## config.mk

```make
export PLATFORM = sky130hd
export DESIGN_NAME = priority_event_dispatcher_top_flat
export DESIGN_NICKNAME = d
export VERILOG_FILES = /design/src/rtl/core/ped_pkg.sv /design/src/rtl/core/ped_req_if.sv /design/src/rtl/core/ped_rsp_if.sv /design/src/rtl/core/priority_event_dispatcher_top.sv /design/src/rtl/core/ped_ram.sv /design/src/flat_wrapper.sv
export VERILOG_INCLUDE_DIRS = /design/src /design/src/rtl/core
export SDC_FILE = /design/constraint.sdc
export NUM_CORES = 1
export LEC_CHECK = 0
export ABC_AREA = 0
export BUFFER_PORTS_ARGS = -buffer_cell sky130_fd_sc_hd__buf_2
export CELL_PAD_IN_SITES_DETAIL_PLACEMENT = 1
export CELL_PAD_IN_SITES_GLOBAL_PLACEMENT = 1
export CORE_MARGIN = 4
export CORE_UTILIZATION = 56
export CTS_CLUSTER_DIAMETER = 30
export DETAILED_ROUTE_END_ITERATION = 6
export PLACE_DENSITY_LB_ADDON = 0.1
export SETUP_SLACK_MARGIN = 0.02
export SYNTH_ARGS = -nofsm -noshare
export SYNTH_HDL_FRONTEND = slang
export SYNTH_SLANG_ARGS = --single-unit
```

## constraint.sdc

```tcl
create_clock -name clock -period 19.8 [get_ports clock]
set_input_delay 3.96 -clock clock [delete_from_list [all_inputs] [get_ports clock]]
set_output_delay 3.96 -clock clock [all_outputs]
set_load 0.03 [all_outputs]
```

## src/rtl/core/priority_event_dispatcher_top_macros.svh

```systemverilog
// ----------------------------------------------------------------------------
// Dispatcher assertion macros
// Concurrent assertion shorthands shared by the dispatcher RTL.
// ----------------------------------------------------------------------------
`ifndef PRIORITY_EVENT_DISPATCHER_TOP_MACROS_SVH
`define PRIORITY_EVENT_DISPATCHER_TOP_MACROS_SVH

// condition holds at every edge out of reset
`define PED_ASSERT_ALWAYS(label, clk, rst, cond, msg) \
   label: assert property (@(posedge clk) disable iff (rst) (cond)) else $error(msg);

// consequent holds in the same cycle as the antecedent
`define PED_ASSERT_IMPLY(label, clk, rst, ante, cons, msg) \
   label: assert property (@(posedge clk) disable iff (rst) (ante) |-> (cons)) \
      else $error(msg);

// consequent holds in the cycle after the antecedent
`define PED_ASSERT_NEXT(label, clk, rst, ante, cons, msg) \
   label: assert property (@(posedge clk) disable iff (rst) (ante) |=> (cons)) \
      else $error(msg);

`endif

```

## src/rtl/core/ped_pkg.sv

```systemverilog
// ----------------------------------------------------------------------------
// Dispatcher package
// Widths, codes, defaults and sequencer states of the event dispatcher.
// ----------------------------------------------------------------------------
`default_nettype none

package ped_pkg;

   localparam int ENTRIES              = 8;
   localparam int ENTRY_LIMIT          = (ENTRIES < 8) ? ENTRIES : 8;
   localparam int DEF_PRIORITY_LEVELS  = 8;
   localparam int DEF_POOL_SLOTS       = 16;

   localparam int MODE_W      = 2;
   localparam int TASK_W      = 3;
   localparam int CTX_W       = 32;
   localparam int STATUS_W    = 2;
   localparam int KIND_W      = 2;
   localparam int COUNT_W     = 4;
   localparam int PRIO_MAP_W  = 24;
   localparam int PRIO_FLD_W  = 3;
   localparam int MASK_W      = 8;
   localparam int CSR_INDEX_W = 3;
   localparam int CSR_DATA_W  = 32;

   typedef enum logic [MODE_W-1:0] {
      MODE_POST    = 2'd0,
      MODE_PROCESS = 2'd1,
      MODE_START   = 2'd2
   } mode_type;

   typedef enum logic [STATUS_W-1:0] {
      ST_OK        = 2'd0,
      ST_NO_DEVICE = 2'd1,
      ST_NO_ENTRY  = 2'd2,
      ST_NO_SPACE  = 2'd3
   } status_type;

   typedef enum logic [KIND_W-1:0] {
      KIND_NONE   = 2'd0,
      KIND_QUEUED = 2'd1,
      KIND_POLL   = 2'd2
   } kind_type;

   typedef enum logic [CSR_INDEX_W-1:0] {
      CSR_ACTIVE_ENTRIES    = 3'd0,
      CSR_PRIORITY_OF_ENTRY = 3'd1,
      CSR_POLL_MASK         = 3'd2,
      CSR_INIT_MASK         = 3'd3,
      CSR_INIT_CONTEXT      = 3'd4,
      CSR_POLL_CONTEXT      = 3'd5
   } csr_index_type;

   typedef enum logic [2:0] {
      S_IDLE,
      S_POST,
      S_POST_WRITE,
      S_PROC,
      S_PROC_USE,
      S_POLL,
      S_START_WALK,
      S_FINISH
   } state_type;

endpackage

`default_nettype wire

```

## src/rtl/core/ped_req_if.sv

```systemverilog
// ----------------------------------------------------------------------------
// Dispatcher request channel
// Valid/ready channel carrying one request word.
// ----------------------------------------------------------------------------
`default_nettype none

interface ped_req_if;
   import ped_pkg::*;

   logic              valid;
   logic              ready;
   logic [MODE_W-1:0] mode;
   logic [TASK_W-1:0] target_task;
   logic [CTX_W-1:0]  event_context;

   modport source (output valid, mode, target_task, event_context, input ready);
   modport sink   (input valid, mode, target_task, event_context, output ready);
endinterface

`default_nettype wire

```

## src/rtl/core/ped_rsp_if.sv

```systemverilog
// ----------------------------------------------------------------------------
// Dispatcher response channel
// Valid/ready channel carrying one response word.
// ----------------------------------------------------------------------------
`default_nettype none

interface ped_rsp_if;
   import ped_pkg::*;

   logic                valid;
   logic                ready;
   logic [STATUS_W-1:0] status;
   logic [KIND_W-1:0]   dispatch_kind;
   logic [TASK_W-1:0]   run_task;
   logic [CTX_W-1:0]    run_context;

   modport source (output valid, status, dispatch_kind, run_task, run_context, input ready);
   modport sink   (input valid, status, dispatch_kind, run_task, run_context, output ready);
endinterface

`default_nettype wire

```

## src/rtl/core/priority_event_dispatcher_top.sv

```systemverilog
// ----------------------------------------------------------------------------
// Priority event dispatcher
// Strict priority event FIFOs over a shared slot pool, with a round-robin
// poll fallback, run by a small sequencer.
// ----------------------------------------------------------------------------
//  channel   direction  handshake            payload
//  req_port  in         valid/ready          mode, target_task, event_context
//  rsp_port  out        valid/ready          status, dispatch_kind, run_task,
//                                            run_context
//  csr_*     in         write enable only    index, write data
//
//  Sequencer paths, all ending in S_FINISH: post S_POST, S_POST_WRITE (S_POST
//  alone when refused); process S_PROC alone with no device, else S_PROC_USE
//  for a queued event or S_POLL over at most the entry count; start
//  S_START_WALK over the entries plus a post per init event; unused mode
//  S_FINISH alone. The sequencer steps one entry, one slot access or one pool
//  operation a cycle; slot, link and free-slot stores are single-read-port
//  RAMs. Reset is synchronous; the pool needs no clearing pass.
//  One response word is held in the output register, so the next request is
//  taken while it waits; the sequencer holds its finished result meanwhile.
// ----------------------------------------------------------------------------
`default_nettype none
`include "priority_event_dispatcher_top_macros.svh"

module priority_event_dispatcher_top #(
   parameter int PRIORITY_LEVELS = ped_pkg::DEF_PRIORITY_LEVELS,
   parameter int POOL_SLOTS      = ped_pkg::DEF_POOL_SLOTS
) (
   input  wire logic                               clock,
   input  wire logic                               reset,
   ped_req_if.sink                                 req_port,
   ped_rsp_if.source                               rsp_port,
   input  wire logic                               csr_write_enable,
   input  wire logic [ped_pkg::CSR_INDEX_W-1:0]    csr_index,
   input  wire logic [ped_pkg::CSR_DATA_W-1:0]     csr_write_data
);
   import ped_pkg::*;

   localparam int SLOT_W = $clog2(POOL_SLOTS);
   localparam int CNT_W  = $clog2(POOL_SLOTS + 1);
   localparam int PRIO_W = (PRIORITY_LEVELS > 1) ? $clog2(PRIORITY_LEVELS) : 1;
   localparam int DATA_W = TASK_W + CTX_W;

   function automatic logic [TASK_W-1:0] mod_small(input logic [TASK_W-1:0]  value,
                                                   input logic [COUNT_W-1:0] modulus);
      logic [COUNT_W-1:0] rem;
      rem = COUNT_W'(value);
      for (int k = 0; k < (1 << TASK_W) - 1; k++) begin
         if (rem >= modulus) begin
            rem = rem - modulus;
         end
      end
      return rem[TASK_W-1:0];
   endfunction

   // configuration
   logic [COUNT_W-1:0]    active_entries_ff;
   logic [PRIO_MAP_W-1:0] priority_map_ff;
   logic [MASK_W-1:0]     poll_mask_ff;
   logic [MASK_W-1:0]     init_mask_ff;
   logic [CTX_W-1:0]      init_context_ff;
   logic [CTX_W-1:0]      poll_context_ff;

   // sequencer
   state_type             state_ff, state_in;
   logic                  start_ff, start_in;
   logic [TASK_W-1:0]     post_task_ff, post_task_in;
   logic [CTX_W-1:0]      post_ctx_ff, post_ctx_in;
   logic [PRIO_W-1:0]     post_prio_ff, post_prio_in;
   logic                  pop_ff, pop_in;
   logic [SLOT_W-1:0]     slot_ff, slot_in;
   logic [COUNT_W-1:0]    walk_ff, walk_in;
   logic [TASK_W-1:0]     poll_idx_ff, poll_idx_in;
   logic [TASK_W-1:0]     poll_cnt_ff, poll_cnt_in;
   logic [STATUS_W-1:0]   res_status_ff, res_status_in;
   logic [KIND_W-1:0]     res_kind_ff, res_kind_in;
   logic [TASK_W-1:0]     res_task_ff, res_task_in;
   logic [CTX_W-1:0]      res_ctx_ff, res_ctx_in;

   // queues and pool
   logic [PRIORITY_LEVELS-1:0] occ_ff, occ_in;
   logic [SLOT_W-1:0]          queue_first_ff [PRIORITY_LEVELS];
   logic [SLOT_W-1:0]          queue_last_ff  [PRIORITY_LEVELS];
   logic [CNT_W-1:0]           bump_ff, bump_in;
   logic [CNT_W-1:0]           sc_ff, sc_in;
   logic [TASK_W-1:0]          cursor_ff, cursor_in;

   // response register
   logic                  out_valid_ff, out_valid_in;
   logic [STATUS_W-1:0]   out_status_ff;
   logic [KIND_W-1:0]     out_kind_ff;
   logic [TASK_W-1:0]     out_task_ff;
   logic [CTX_W-1:0]      out_ctx_ff;

   // strobes and datapath
   logic                  out_load;
   logic                  data_we, link_we, stack_we, first_we, last_we;
   logic [PRIO_W-1:0]     q_prio;
   logic [SLOT_W-1:0]     q_slot;
   logic [SLOT_W-1:0]     post_slot;
   logic [SLOT_W-1:0]     head_slot;
   logic [PRIO_W-1:0]     head_prio;
   logic                  any_occ;
   logic [COUNT_W-1:0]    live_count;
   logic [COUNT_W-1:0]    entry_last;
   logic [PRIO_FLD_W-1:0] post_prio_fld;
   logic [3:0]            post_prio_ext;
   logic [COUNT_W-1:0]    poll_inc;
   logic [TASK_W-1:0]     poll_next;
   logic [CNT_W-1:0]      sc_dec;
   logic [DATA_W-1:0]     data_rdata;
   logic [SLOT_W-1:0]     link_rdata;
   logic [SLOT_W-1:0]     stack_rdata;
   logic [TASK_W-1:0]     head_task;
   logic [CTX_W-1:0]      head_ctx;

   assign live_count    = (active_entries_ff > COUNT_W'(ENTRY_LIMIT)) ?
                          COUNT_W'(ENTRY_LIMIT) : active_entries_ff;
   assign entry_last    = live_count - COUNT_W'(1);
   assign post_prio_fld = priority_map_ff[PRIO_FLD_W*post_task_ff +: PRIO_FLD_W];
   assign post_prio_ext = {1'b0, post_prio_fld};
   assign poll_inc      = {1'b0, poll_idx_ff} + COUNT_W'(1);
   assign poll_next     = (poll_inc == live_count) ? '0 : poll_inc[TASK_W-1:0];
   assign sc_dec        = sc_ff - CNT_W'(1);
   assign any_occ       = |occ_ff;
   assign head_slot     = queue_first_ff[head_prio];
   assign post_slot     = pop_ff ? stack_rdata : slot_ff;
   assign head_task     = data_rdata[DATA_W-1:CTX_W];
   assign head_ctx      = data_rdata[CTX_W-1:0];

   always_comb begin
      head_prio = '0;
      for (int p = PRIORITY_LEVELS - 1; p >= 0; p--) begin
         if (occ_ff[p]) begin
            head_prio = PRIO_W'(p);
         end
      end
   end

   always_comb begin
      state_in      = state_ff;
      start_in      = start_ff;
      post_task_in  = post_task_ff;
      post_ctx_in   = post_ctx_ff;
      post_prio_in  = post_prio_ff;
      pop_in        = pop_ff;
      slot_in       = slot_ff;
      walk_in       = walk_ff;
      poll_idx_in   = poll_idx_ff;
      poll_cnt_in   = poll_cnt_ff;
      res_status_in = res_status_ff;
      res_kind_in   = res_kind_ff;
      res_task_in   = res_task_ff;
      res_ctx_in    = res_ctx_ff;
      occ_in        = occ_ff;
      bump_in       = bump_ff;
      sc_in         = sc_ff;
      cursor_in     = cursor_ff;
      out_load      = 1'b0;
      data_we       = 1'b0;
      link_we       = 1'b0;
      stack_we      = 1'b0;
      first_we      = 1'b0;
      last_we       = 1'b0;
      q_prio        = post_prio_ff;
      q_slot        = post_slot;

      case (state_ff)
         S_IDLE: begin
            if (req_port.valid) begin
               res_status_in = ST_OK;
               res_kind_in   = KIND_NONE;
               res_task_in   = '0;
               res_ctx_in    = '0;
               start_in      = 1'b0;
               post_task_in  = req_port.target_task;
               post_ctx_in   = req_port.event_context;
               if (req_port.mode == MODE_POST) begin
                  state_in = S_POST;
               end else if (req_port.mode == MODE_PROCESS) begin
                  state_in = S_PROC;
               end else if (req_port.mode == MODE_START) begin
                  occ_in    = '0;
                  bump_in   = '0;
                  sc_in     = '0;
                  cursor_in = '0;
                  walk_in   = '0;
                  start_in  = 1'b1;
                  state_in  = S_START_WALK;
               end else begin
                  state_in = S_FINISH;
               end
            end
         end
         S_POST: begin
            post_prio_in = post_prio_ext[PRIO_W-1:0];
            if (live_count == '0) begin
               res_status_in = ST_NO_DEVICE;
               state_in      = S_FINISH;
            end else if (COUNT_W'(post_task_ff) >= live_count) begin
               res_status_in = ST_NO_ENTRY;
               state_in      = S_FINISH;
            end else if (5'(post_prio_ext) >= 5'(PRIORITY_LEVELS)) begin
               res_status_in = ST_NO_ENTRY;
               state_in      = S_FINISH;
            end else if (sc_ff == '0 && bump_ff == CNT_W'(POOL_SLOTS)) begin
               res_status_in = ST_NO_SPACE;
               state_in      = S_FINISH;
            end else if (sc_ff != '0) begin
               pop_in   = 1'b1;
               sc_in    = sc_dec;
               state_in = S_POST_WRITE;
            end else begin
               pop_in   = 1'b0;
               slot_in  = bump_ff[SLOT_W-1:0];
               bump_in  = bump_ff + CNT_W'(1);
               state_in = S_POST_WRITE;
            end
         end
         S_POST_WRITE: begin
            data_we = 1'b1;
            last_we = 1'b1;
            if (occ_ff[post_prio_ff]) begin
               link_we = 1'b1;
            end else begin
               first_we             = 1'b1;
               occ_in[post_prio_ff] = 1'b1;
            end
            if (start_ff) begin
               walk_in  = walk_ff + COUNT_W'(1);
               state_in = S_START_WALK;
            end else begin
               state_in = S_FINISH;
            end
         end
         S_PROC: begin
            if (live_count == '0) begin
               state_in = S_FINISH;
            end else if (any_occ) begin
               state_in = S_PROC_USE;
            end else begin
               poll_idx_in = mod_small(cursor_ff, live_count);
               poll_cnt_in = '0;
               state_in    = S_POLL;
            end
         end
         S_PROC_USE: begin
            q_prio = head_prio;
            q_slot = link_rdata;
            if (queue_last_ff[head_prio] == head_slot) begin
               occ_in[head_prio] = 1'b0;
            end else begin
               first_we = 1'b1;
            end
            stack_we = 1'b1;
            sc_in    = sc_ff + CNT_W'(1);
            if (COUNT_W'(head_task) < live_count) begin
               res_kind_in = KIND_QUEUED;
               res_task_in = head_task;
               res_ctx_in  = head_ctx;
            end
            state_in = S_FINISH;
         end
         S_POLL: begin
            if (poll_mask_ff[poll_idx_ff]) begin
               res_kind_in = KIND_POLL;
               res_task_in = poll_idx_ff;
               res_ctx_in  = poll_context_ff;
               cursor_in   = poll_next;
               state_in    = S_FINISH;
            end else if (COUNT_W'(poll_cnt_ff) == entry_last) begin
               state_in = S_FINISH;
            end else begin
               poll_cnt_in = poll_cnt_ff + TASK_W'(1);
               poll_idx_in = poll_next;
            end
         end
         S_START_WALK: begin
            if (walk_ff >= live_count) begin
               state_in = S_FINISH;
            end else if (init_mask_ff[walk_ff[TASK_W-1:0]]) begin
               post_task_in = walk_ff[TASK_W-1:0];
               post_ctx_in  = init_context_ff;
               state_in     = S_POST;
            end else begin
               walk_in = walk_ff + COUNT_W'(1);
            end
         end
         S_FINISH: begin
            if (!out_valid_ff || rsp_port.ready) begin
               out_load = 1'b1;
               state_in = S_IDLE;
            end
         end
         default: begin
            state_in = S_IDLE;
         end
      endcase

      if (out_load) begin
         out_valid_in = 1'b1;
      end else if (rsp_port.ready) begin
         out_valid_in = 1'b0;
      end else begin
         out_valid_in = out_valid_ff;
      end
   end

   always_ff @(posedge clock) begin
      if (reset) begin
         active_entries_ff <= '0;
         priority_map_ff   <= '0;
         poll_mask_ff      <= '0;
         init_mask_ff      <= '0;
         init_context_ff   <= '0;
         poll_context_ff   <= '0;
      end else if (csr_write_enable) begin
         case (csr_index)
            CSR_ACTIVE_ENTRIES:    active_entries_ff <= csr_write_data[COUNT_W-1:0];
            CSR_PRIORITY_OF_ENTRY: priority_map_ff   <= csr_write_data[PRIO_MAP_W-1:0];
            CSR_POLL_MASK:         poll_mask_ff      <= csr_write_data[MASK_W-1:0];
            CSR_INIT_MASK:         init_mask_ff      <= csr_write_data[MASK_W-1:0];
            CSR_INIT_CONTEXT:      init_context_ff   <= csr_write_data[CTX_W-1:0];
            CSR_POLL_CONTEXT:      poll_context_ff   <= csr_write_data[CTX_W-1:0];
            default: begin
            end
         endcase
      end
   end

   always_ff @(posedge clock) begin
      if (reset) begin
         state_ff     <= S_IDLE;
         start_ff     <= 1'b0;
         occ_ff       <= '0;
         bump_ff      <= '0;
         sc_ff        <= '0;
         cursor_ff    <= '0;
         out_valid_ff <= 1'b0;
      end else begin
         state_ff     <= state_in;
         start_ff     <= start_in;
         occ_ff       <= occ_in;
         bump_ff      <= bump_in;
         sc_ff        <= sc_in;
         cursor_ff    <= cursor_in;
         out_valid_ff <= out_valid_in;
      end
   end

   always_ff @(posedge clock) begin
      post_task_ff  <= post_task_in;
      post_ctx_ff   <= post_ctx_in;
      post_prio_ff  <= post_prio_in;
      pop_ff        <= pop_in;
      slot_ff       <= slot_in;
      walk_ff       <= walk_in;
      poll_idx_ff   <= poll_idx_in;
      poll_cnt_ff   <= poll_cnt_in;
      res_status_ff <= res_status_in;
      res_kind_ff   <= res_kind_in;
      res_task_ff   <= res_task_in;
      res_ctx_ff    <= res_ctx_in;
      if (out_load) begin
         out_status_ff <= res_status_ff;
         out_kind_ff   <= res_kind_ff;
         out_task_ff   <= res_task_ff;
         out_ctx_ff    <= res_ctx_ff;
      end
      if (first_we) begin
         queue_first_ff[q_prio] <= q_slot;
      end
      if (last_we) begin
         queue_last_ff[q_prio] <= q_slot;
      end
   end

   ped_ram #(
      .WIDTH (DATA_W),
      .DEPTH (POOL_SLOTS)
   ) u_slot_data (
      .clock        (clock),
      .write_enable (data_we),
      .write_addr   (post_slot),
      .write_data   ({post_task_ff, post_ctx_ff}),
      .read_addr    (head_slot),
      .read_data    (data_rdata)
   );

   ped_ram #(
      .WIDTH (SLOT_W),
      .DEPTH (POOL_SLOTS)
   ) u_slot_link (
      .clock        (clock),
      .write_enable (link_we),
      .write_addr   (queue_last_ff[post_prio_ff]),
      .write_data   (post_slot),
      .read_addr    (head_slot),
      .read_data    (link_rdata)
   );

   ped_ram #(
      .WIDTH (SLOT_W),
      .DEPTH (POOL_SLOTS)
   ) u_free_stack (
      .clock        (clock),
      .write_enable (stack_we),
      .write_addr   (sc_ff[SLOT_W-1:0]),
      .write_data   (head_slot),
      .read_addr    (sc_dec[SLOT_W-1:0]),
      .read_data    (stack_rdata)
   );

   assign req_port.ready         = (state_ff == S_IDLE) && !reset;
   assign rsp_port.valid         = out_valid_ff;
   assign rsp_port.status        = out_status_ff;
   assign rsp_port.dispatch_kind = out_kind_ff;
   assign rsp_port.run_task      = out_task_ff;
   assign rsp_port.run_context   = out_ctx_ff;

   `PED_ASSERT_ALWAYS(a_pool_count, clock, reset, sc_ff <= bump_ff, "free stack deeper than pool")
   `PED_ASSERT_NEXT(a_leave_idle, clock, reset, req_port.valid && req_port.ready, !req_port.ready, "ready after accept")
   `PED_ASSERT_IMPLY(a_poll_device, clock, reset, state_ff == S_POLL, live_count != '0, "poll without device")
   `PED_ASSERT_IMPLY(a_pop_occupied, clock, reset, state_ff == S_PROC_USE, any_occ, "dequeue from empty queues")

endmodule

`default_nettype wire

```

## src/rtl/core/ped_ram.sv

```systemverilog
// ----------------------------------------------------------------------------
// Generic RAM
// One write port, one read port with registered read data.
// ----------------------------------------------------------------------------
`default_nettype none

module ped_ram #(
   parameter int WIDTH = 8,
   parameter int DEPTH = 16,
   localparam int ADDR_W = $clog2(DEPTH)
) (
   input  wire logic              clock,
   input  wire logic              write_enable,
   input  wire logic [ADDR_W-1:0] write_addr,
   input  wire logic [WIDTH-1:0]  write_data,
   input  wire logic [ADDR_W-1:0] read_addr,
   output logic      [WIDTH-1:0]  read_data
);

   logic [WIDTH-1:0] mem_ff [DEPTH];
   logic [WIDTH-1:0] rdata_ff;

   always_ff @(posedge clock) begin
      if (write_enable) begin
         mem_ff[write_addr] <= write_data;
      end
      rdata_ff <= mem_ff[read_addr];
   end

   assign read_data = rdata_ff;

endmodule

`default_nettype wire

```

## src/flat_wrapper.sv

```systemverilog
// flat-port wrapper written by rule: the top's interface ports become plain ports
module priority_event_dispatcher_top_flat import ped_pkg::*;
#(
   parameter int PRIORITY_LEVELS = ped_pkg::DEF_PRIORITY_LEVELS,
   parameter int POOL_SLOTS      = ped_pkg::DEF_POOL_SLOTS
)
  (clock, reset, csr_write_enable, csr_index, csr_write_data, req_port_valid, req_port_mode, req_port_target_task, req_port_event_context, req_port_ready, rsp_port_valid, rsp_port_status, rsp_port_dispatch_kind, rsp_port_run_task, rsp_port_run_context, rsp_port_ready);
  ped_req_if req_port_i ();
  ped_rsp_if rsp_port_i ();
  input  wire logic clock;
  input  wire logic reset;
  input  wire logic csr_write_enable;
  input  wire logic [ped_pkg::CSR_INDEX_W-1:0] csr_index;
  input  wire logic [ped_pkg::CSR_DATA_W-1:0] csr_write_data;
  input wire logic [$bits(req_port_i.valid)-1:0] req_port_valid;
  input wire logic [$bits(req_port_i.mode)-1:0] req_port_mode;
  input wire logic [$bits(req_port_i.target_task)-1:0] req_port_target_task;
  input wire logic [$bits(req_port_i.event_context)-1:0] req_port_event_context;
  output wire logic [$bits(req_port_i.ready)-1:0] req_port_ready;
  output wire logic [$bits(rsp_port_i.valid)-1:0] rsp_port_valid;
  output wire logic [$bits(rsp_port_i.status)-1:0] rsp_port_status;
  output wire logic [$bits(rsp_port_i.dispatch_kind)-1:0] rsp_port_dispatch_kind;
  output wire logic [$bits(rsp_port_i.run_task)-1:0] rsp_port_run_task;
  output wire logic [$bits(rsp_port_i.run_context)-1:0] rsp_port_run_context;
  input wire logic [$bits(rsp_port_i.ready)-1:0] rsp_port_ready;
  assign req_port_i.valid = req_port_valid;
  assign req_port_i.mode = req_port_mode;
  assign req_port_i.target_task = req_port_target_task;
  assign req_port_i.event_context = req_port_event_context;
  assign req_port_ready = req_port_i.ready;
  assign rsp_port_valid = rsp_port_i.valid;
  assign rsp_port_status = rsp_port_i.status;
  assign rsp_port_dispatch_kind = rsp_port_i.dispatch_kind;
  assign rsp_port_run_task = rsp_port_i.run_task;
  assign rsp_port_run_context = rsp_port_i.run_context;
  assign rsp_port_i.ready = rsp_port_ready;
  priority_event_dispatcher_top #(.PRIORITY_LEVELS(PRIORITY_LEVELS), .POOL_SLOTS(POOL_SLOTS)) u_core (.clock(clock), .reset(reset), .req_port(req_port_i), .rsp_port(rsp_port_i), .csr_write_enable(csr_write_enable), .csr_index(csr_index), .csr_write_data(csr_write_data));
endmodule
```

==> reports/results.txt <==
Cell Rows: 102
Wirelength per Cell: 31.60 um
TritonCTS Sinks: 1063
I/O Buffers: 117
Area taken by multi-input logic gates: 13200 um^2
Period utilisation layout: 64.36%
GP Congestion: 0.8416
Reg area: 30120 um^2
Largest net degree at the start of global routing: 136
Syn Area/Cell: 13.58 um^2
Initial antenna violation count: 1
Critical path peak fanout: 14
Post-Place Worst Slack: 7.235 ns
Synth area leader: edfxtp_1
CTS buffer count: 192
Clock Skews: 0.03428 ns
Via density: 6.663
Post-synth top flop: edfxtp_1
Filler instances: 7088
Synth top cells by count: 883 x edfxtp_1, 333 x nand3_1, 278 x nand2_1, 196 x o21ai_0, 180 x dfxtp_1
Slew HR: 15.36%
H-tree depth: 4
Gr usage total: 34.91%
Die height: 288.9 um
Cell area power density: 179.8 nW/um^2
Biggest cell delay along the critical path: 0.69 ns
Critical Path Source Type: flip-flop
Post-Synth Adder-Cell Area: 1.648%
Min Tclk post-route: 12.74 ns
Post-synthesis mux area share: 7.577%
Starting density of the core: 56.76%
Max Root-Sink Buffers: 3
Placed cells: 4237
Share of cells above drive strength 1: 20.96%
Post-synth EDFFs: 883
Worst Max-Slew Pin Slew: 1.267 ns
Post-Synth Simple-Gate Area: 9.757%
Vias in the first global route: 33240
Pleak: 0.01787 uW
Crit path arrival time: 13.25 ns
Area Growth Syn to Fin: 18.96%
RSZ-0062 raised after global routing: false
Worst reg2reg setup slack: 7.06 ns
Vias: 30660
IO Pins: 118
Post-synth ARST share: 0%
Iter 0 DRT Violations: 3071
R2r startpoint: u_core.active_entries_ff[3]$_SDFFE_PP0P_
Yosys warns: 0
Critical Setup Path Class: reg -> reg
Post-Syn Area: 44190 um^2
Final Hold Fails: 0
Hold crit path type: reg -> reg
Setup bufs post-CTS: 0
CTS tree: built
Post-CTS Resized: 0
Final-stage net count: 3522
First-pass detailed-route iteration total: 5
Worst path most repeated cell: a21o_1
Post-DP HPWL: 76220 um
CP endpoint kind: flip-flop
DRT Wirelength: 145400 um
Post-route non-filler standard cell count: 4602
TNS Setup: 0 ns
Syn nets: 3385
PnR worst setup slack: 7.058 ns
Finish-stage setup viols: 0
Maximum vdd drop: 0.0002119 V
Top cell type's share of synthesized area: 60.00%
Post-synthesis compound-gate area fraction: 9.833%
CTS clk-pin slew, worst paths: 0.05 ns
Hold EP: u_core.rsp_port.run_context[3]$_DFFE_PP_
Xor/xnor share of the synthesized area: 0.5323%
Clk Latency, worst-skew pair: 0.78 ns
Worst r2r dst: u_core.poll_idx_ff[0]$_DFFE_PP_
R2R cell count: 48
Cell with the most instances after synthesis: edfxtp_1
Dominant cells by area after synthesis: edfxtp_1 60%, dfxtp_1 8.2%, nand3_1 3.8%, mux2_2 3.5%, o211ai_1 2.7%
Hold_sp: u_core.res_ctx_ff[3]$_DFFE_PP_
Hold depth: 0
Final Slew Violations: 0
Die ar.: 83470 um^2
Seq/Total Area, Yosys: 68.16%
Chip Width: 288.9 um
Detail Route Antenna Nets: 0
Root Driver: clkbuf_16
Synth cell types: 89
Hold-fix buffers, CTS: 0
Synthesized instance count: 3254
DRC: 0
Max Fclk: 78.48 MHz
Global-route wire length before repair: 215700 um
Number of synthesized register bits: 1063
Total core area: 77850 um^2
Outcome: finished clean
Worst Path Required: 20.31 ns
Max Cap Violations: 0
Total grt overflow: 0
Critical-path top delay cell: nand2_1
Combinational family with the most area after synthesis: compound AO/OA/AOI/OAI gates
Critical Path Start: u_core.active_entries_ff[3]$_SDFFE_PP0P_
## power breakdown
group / switching (uW) / internal, uW
clock network: 1200 / 2240
logic: 1970 / 1020
registers: 214 / 2810
total: 3390 / 6070
## sequential cells by signal, summed over array words and instances, names as in the netlist, 5 cells and up, named ones only
register,flops
u_core.bump_ff,5
u_core.queue_first_ff,32
u_core.poll_context_ff,32
u_core.u_slot_data.mem_ff,560
u_core.u_slot_data.read_data,35
u_core.init_context_ff,32
u_core.queue_last_ff,32
u_core.init_mask_ff,8
u_core.poll_mask_ff,8
u_core.sc_ff,5
u_core.priority_map_ff,24
u_core.u_free_stack.mem_ff,64
u_core.res_ctx_ff,32
u_core.rsp_port.run_context,32
u_core.post_ctx_ff,32
u_core.occ_ff,8
u_core.u_slot_link.mem_ff,64
## worst max path at each step
stage / end / cells past startpoint
global placement: u_core.poll_idx_ff[0]$_DFFE_PP_ / 48
finish: u_core.poll_idx_ff[0]$_DFFE_PP_ / 48
detailed placement: u_core.poll_idx_ff[0]$_DFFE_PP_ / 48
floorplan: u_core.poll_idx_ff[0]$_DFFE_PP_ / 53
global route: u_core.poll_idx_ff[0]$_DFFE_PP_ / 47
CTS: u_core.poll_idx_ff[0]$_DFFE_PP_ / 48
## worst max-delay path: cells and delay by family, from the launching register on
kind	cells	cell delay, ns
DFF	1	0.62
buffers and inverters	1	0.40
and+or+nand+nor	9	1.72
adders and majority gates	11	3.26
muxes	1	0.46
AOI/OAI and AO/OA	26	6.02
## per-stage QoR
stage | power, uW | area, um^2 | hold WS (ns) | utilization, %
global route | 9852 | 52570 | 0.4255 | 67.52
global placement | 5745 | 45700 | 0.4031 | 58.71
CTS | 9444 | 52550 | 0.4193 | 67.51
finish | 9454 | 52570 | 0.4151 | 67.53
floorplan | 4985 | 44190 | 0.4003 | -
detailed placement | 5913 | 45700 | 0.4056 | 58.71
## layout by cell type (no fill, tap or decap), types with 13 or more instances in the layout
| cell | instances |
|---|---|
| clkbuf_16 | 194 |
| nor2_1 | 112 |
| o21ai_0 | 196 |
| mux2i_1 | 21 |
| nand2b_1 | 17 |
| a31oi_1 | 16 |
| clkinv_2 | 23 |
| mux2_2 | 138 |
| clkinvlp_4 | 21 |
| edfxtp_1 | 883 |
| xor2_1 | 13 |
| nor2_4 | 21 |
| inv_1 | 41 |
| o211ai_1 | 159 |
| mux2_1 | 38 |
| nor2b_1 | 14 |
| inv_6 | 18 |
| ha_1 | 47 |
| nand2_1 | 276 |
| a21o_1 | 24 |
| clkinv_1 | 19 |
| buf_4 | 45 |
| dfxtp_1 | 180 |
| bufinv_16 | 29 |
| mux2_4 | 20 |
| clkbuf_1 | 24 |
| nand4_1 | 39 |
| nor3_1 | 33 |
| mux4_2 | 38 |
| buf_2 | 116 |
| a22o_1 | 35 |
| a21oi_1 | 149 |
| nand3_1 | 333 |
## layout make-up
cell class              count  share of cell area, %
flip-flops and latches   1063                  57.29
multi-input cells        1928                  25.11
clock buffers             230                  9.720
clock inverters           133                  3.311
well taps                1040                  2.475
repair buffers            161                  1.747
inverters                  45                 0.3356
diodes                      2               0.009520
## kinds of logic (layout without fill, tap and decap cells)
logic type / after synthesis / in the layout
other: 0 / 2
AO/OA/AOI/OAI: 677 / 677
adder cells (fa/ha/maj): 54 / 54
XOR/XNOR: 26 / 26
AND/OR/NAND/NOR: 916 / 916
buffers and inverters: 263 / 569
multiplexers: 255 / 255
flip-flops: 1063 / 1063
## routing by layer
metal  wire length (um)  up-vias  global-route usage (%)  share of wire, %
li1                   -    12810                       -                 -
met1              52870    15890                   42.06                36
met2              73980     1585                   59.69                51
met3               9638      372                   6.310               6.6
met4               8920        0                   19.61               6.1
met5                  0        -                       0                 0
(Power assumes the default switching activity.)
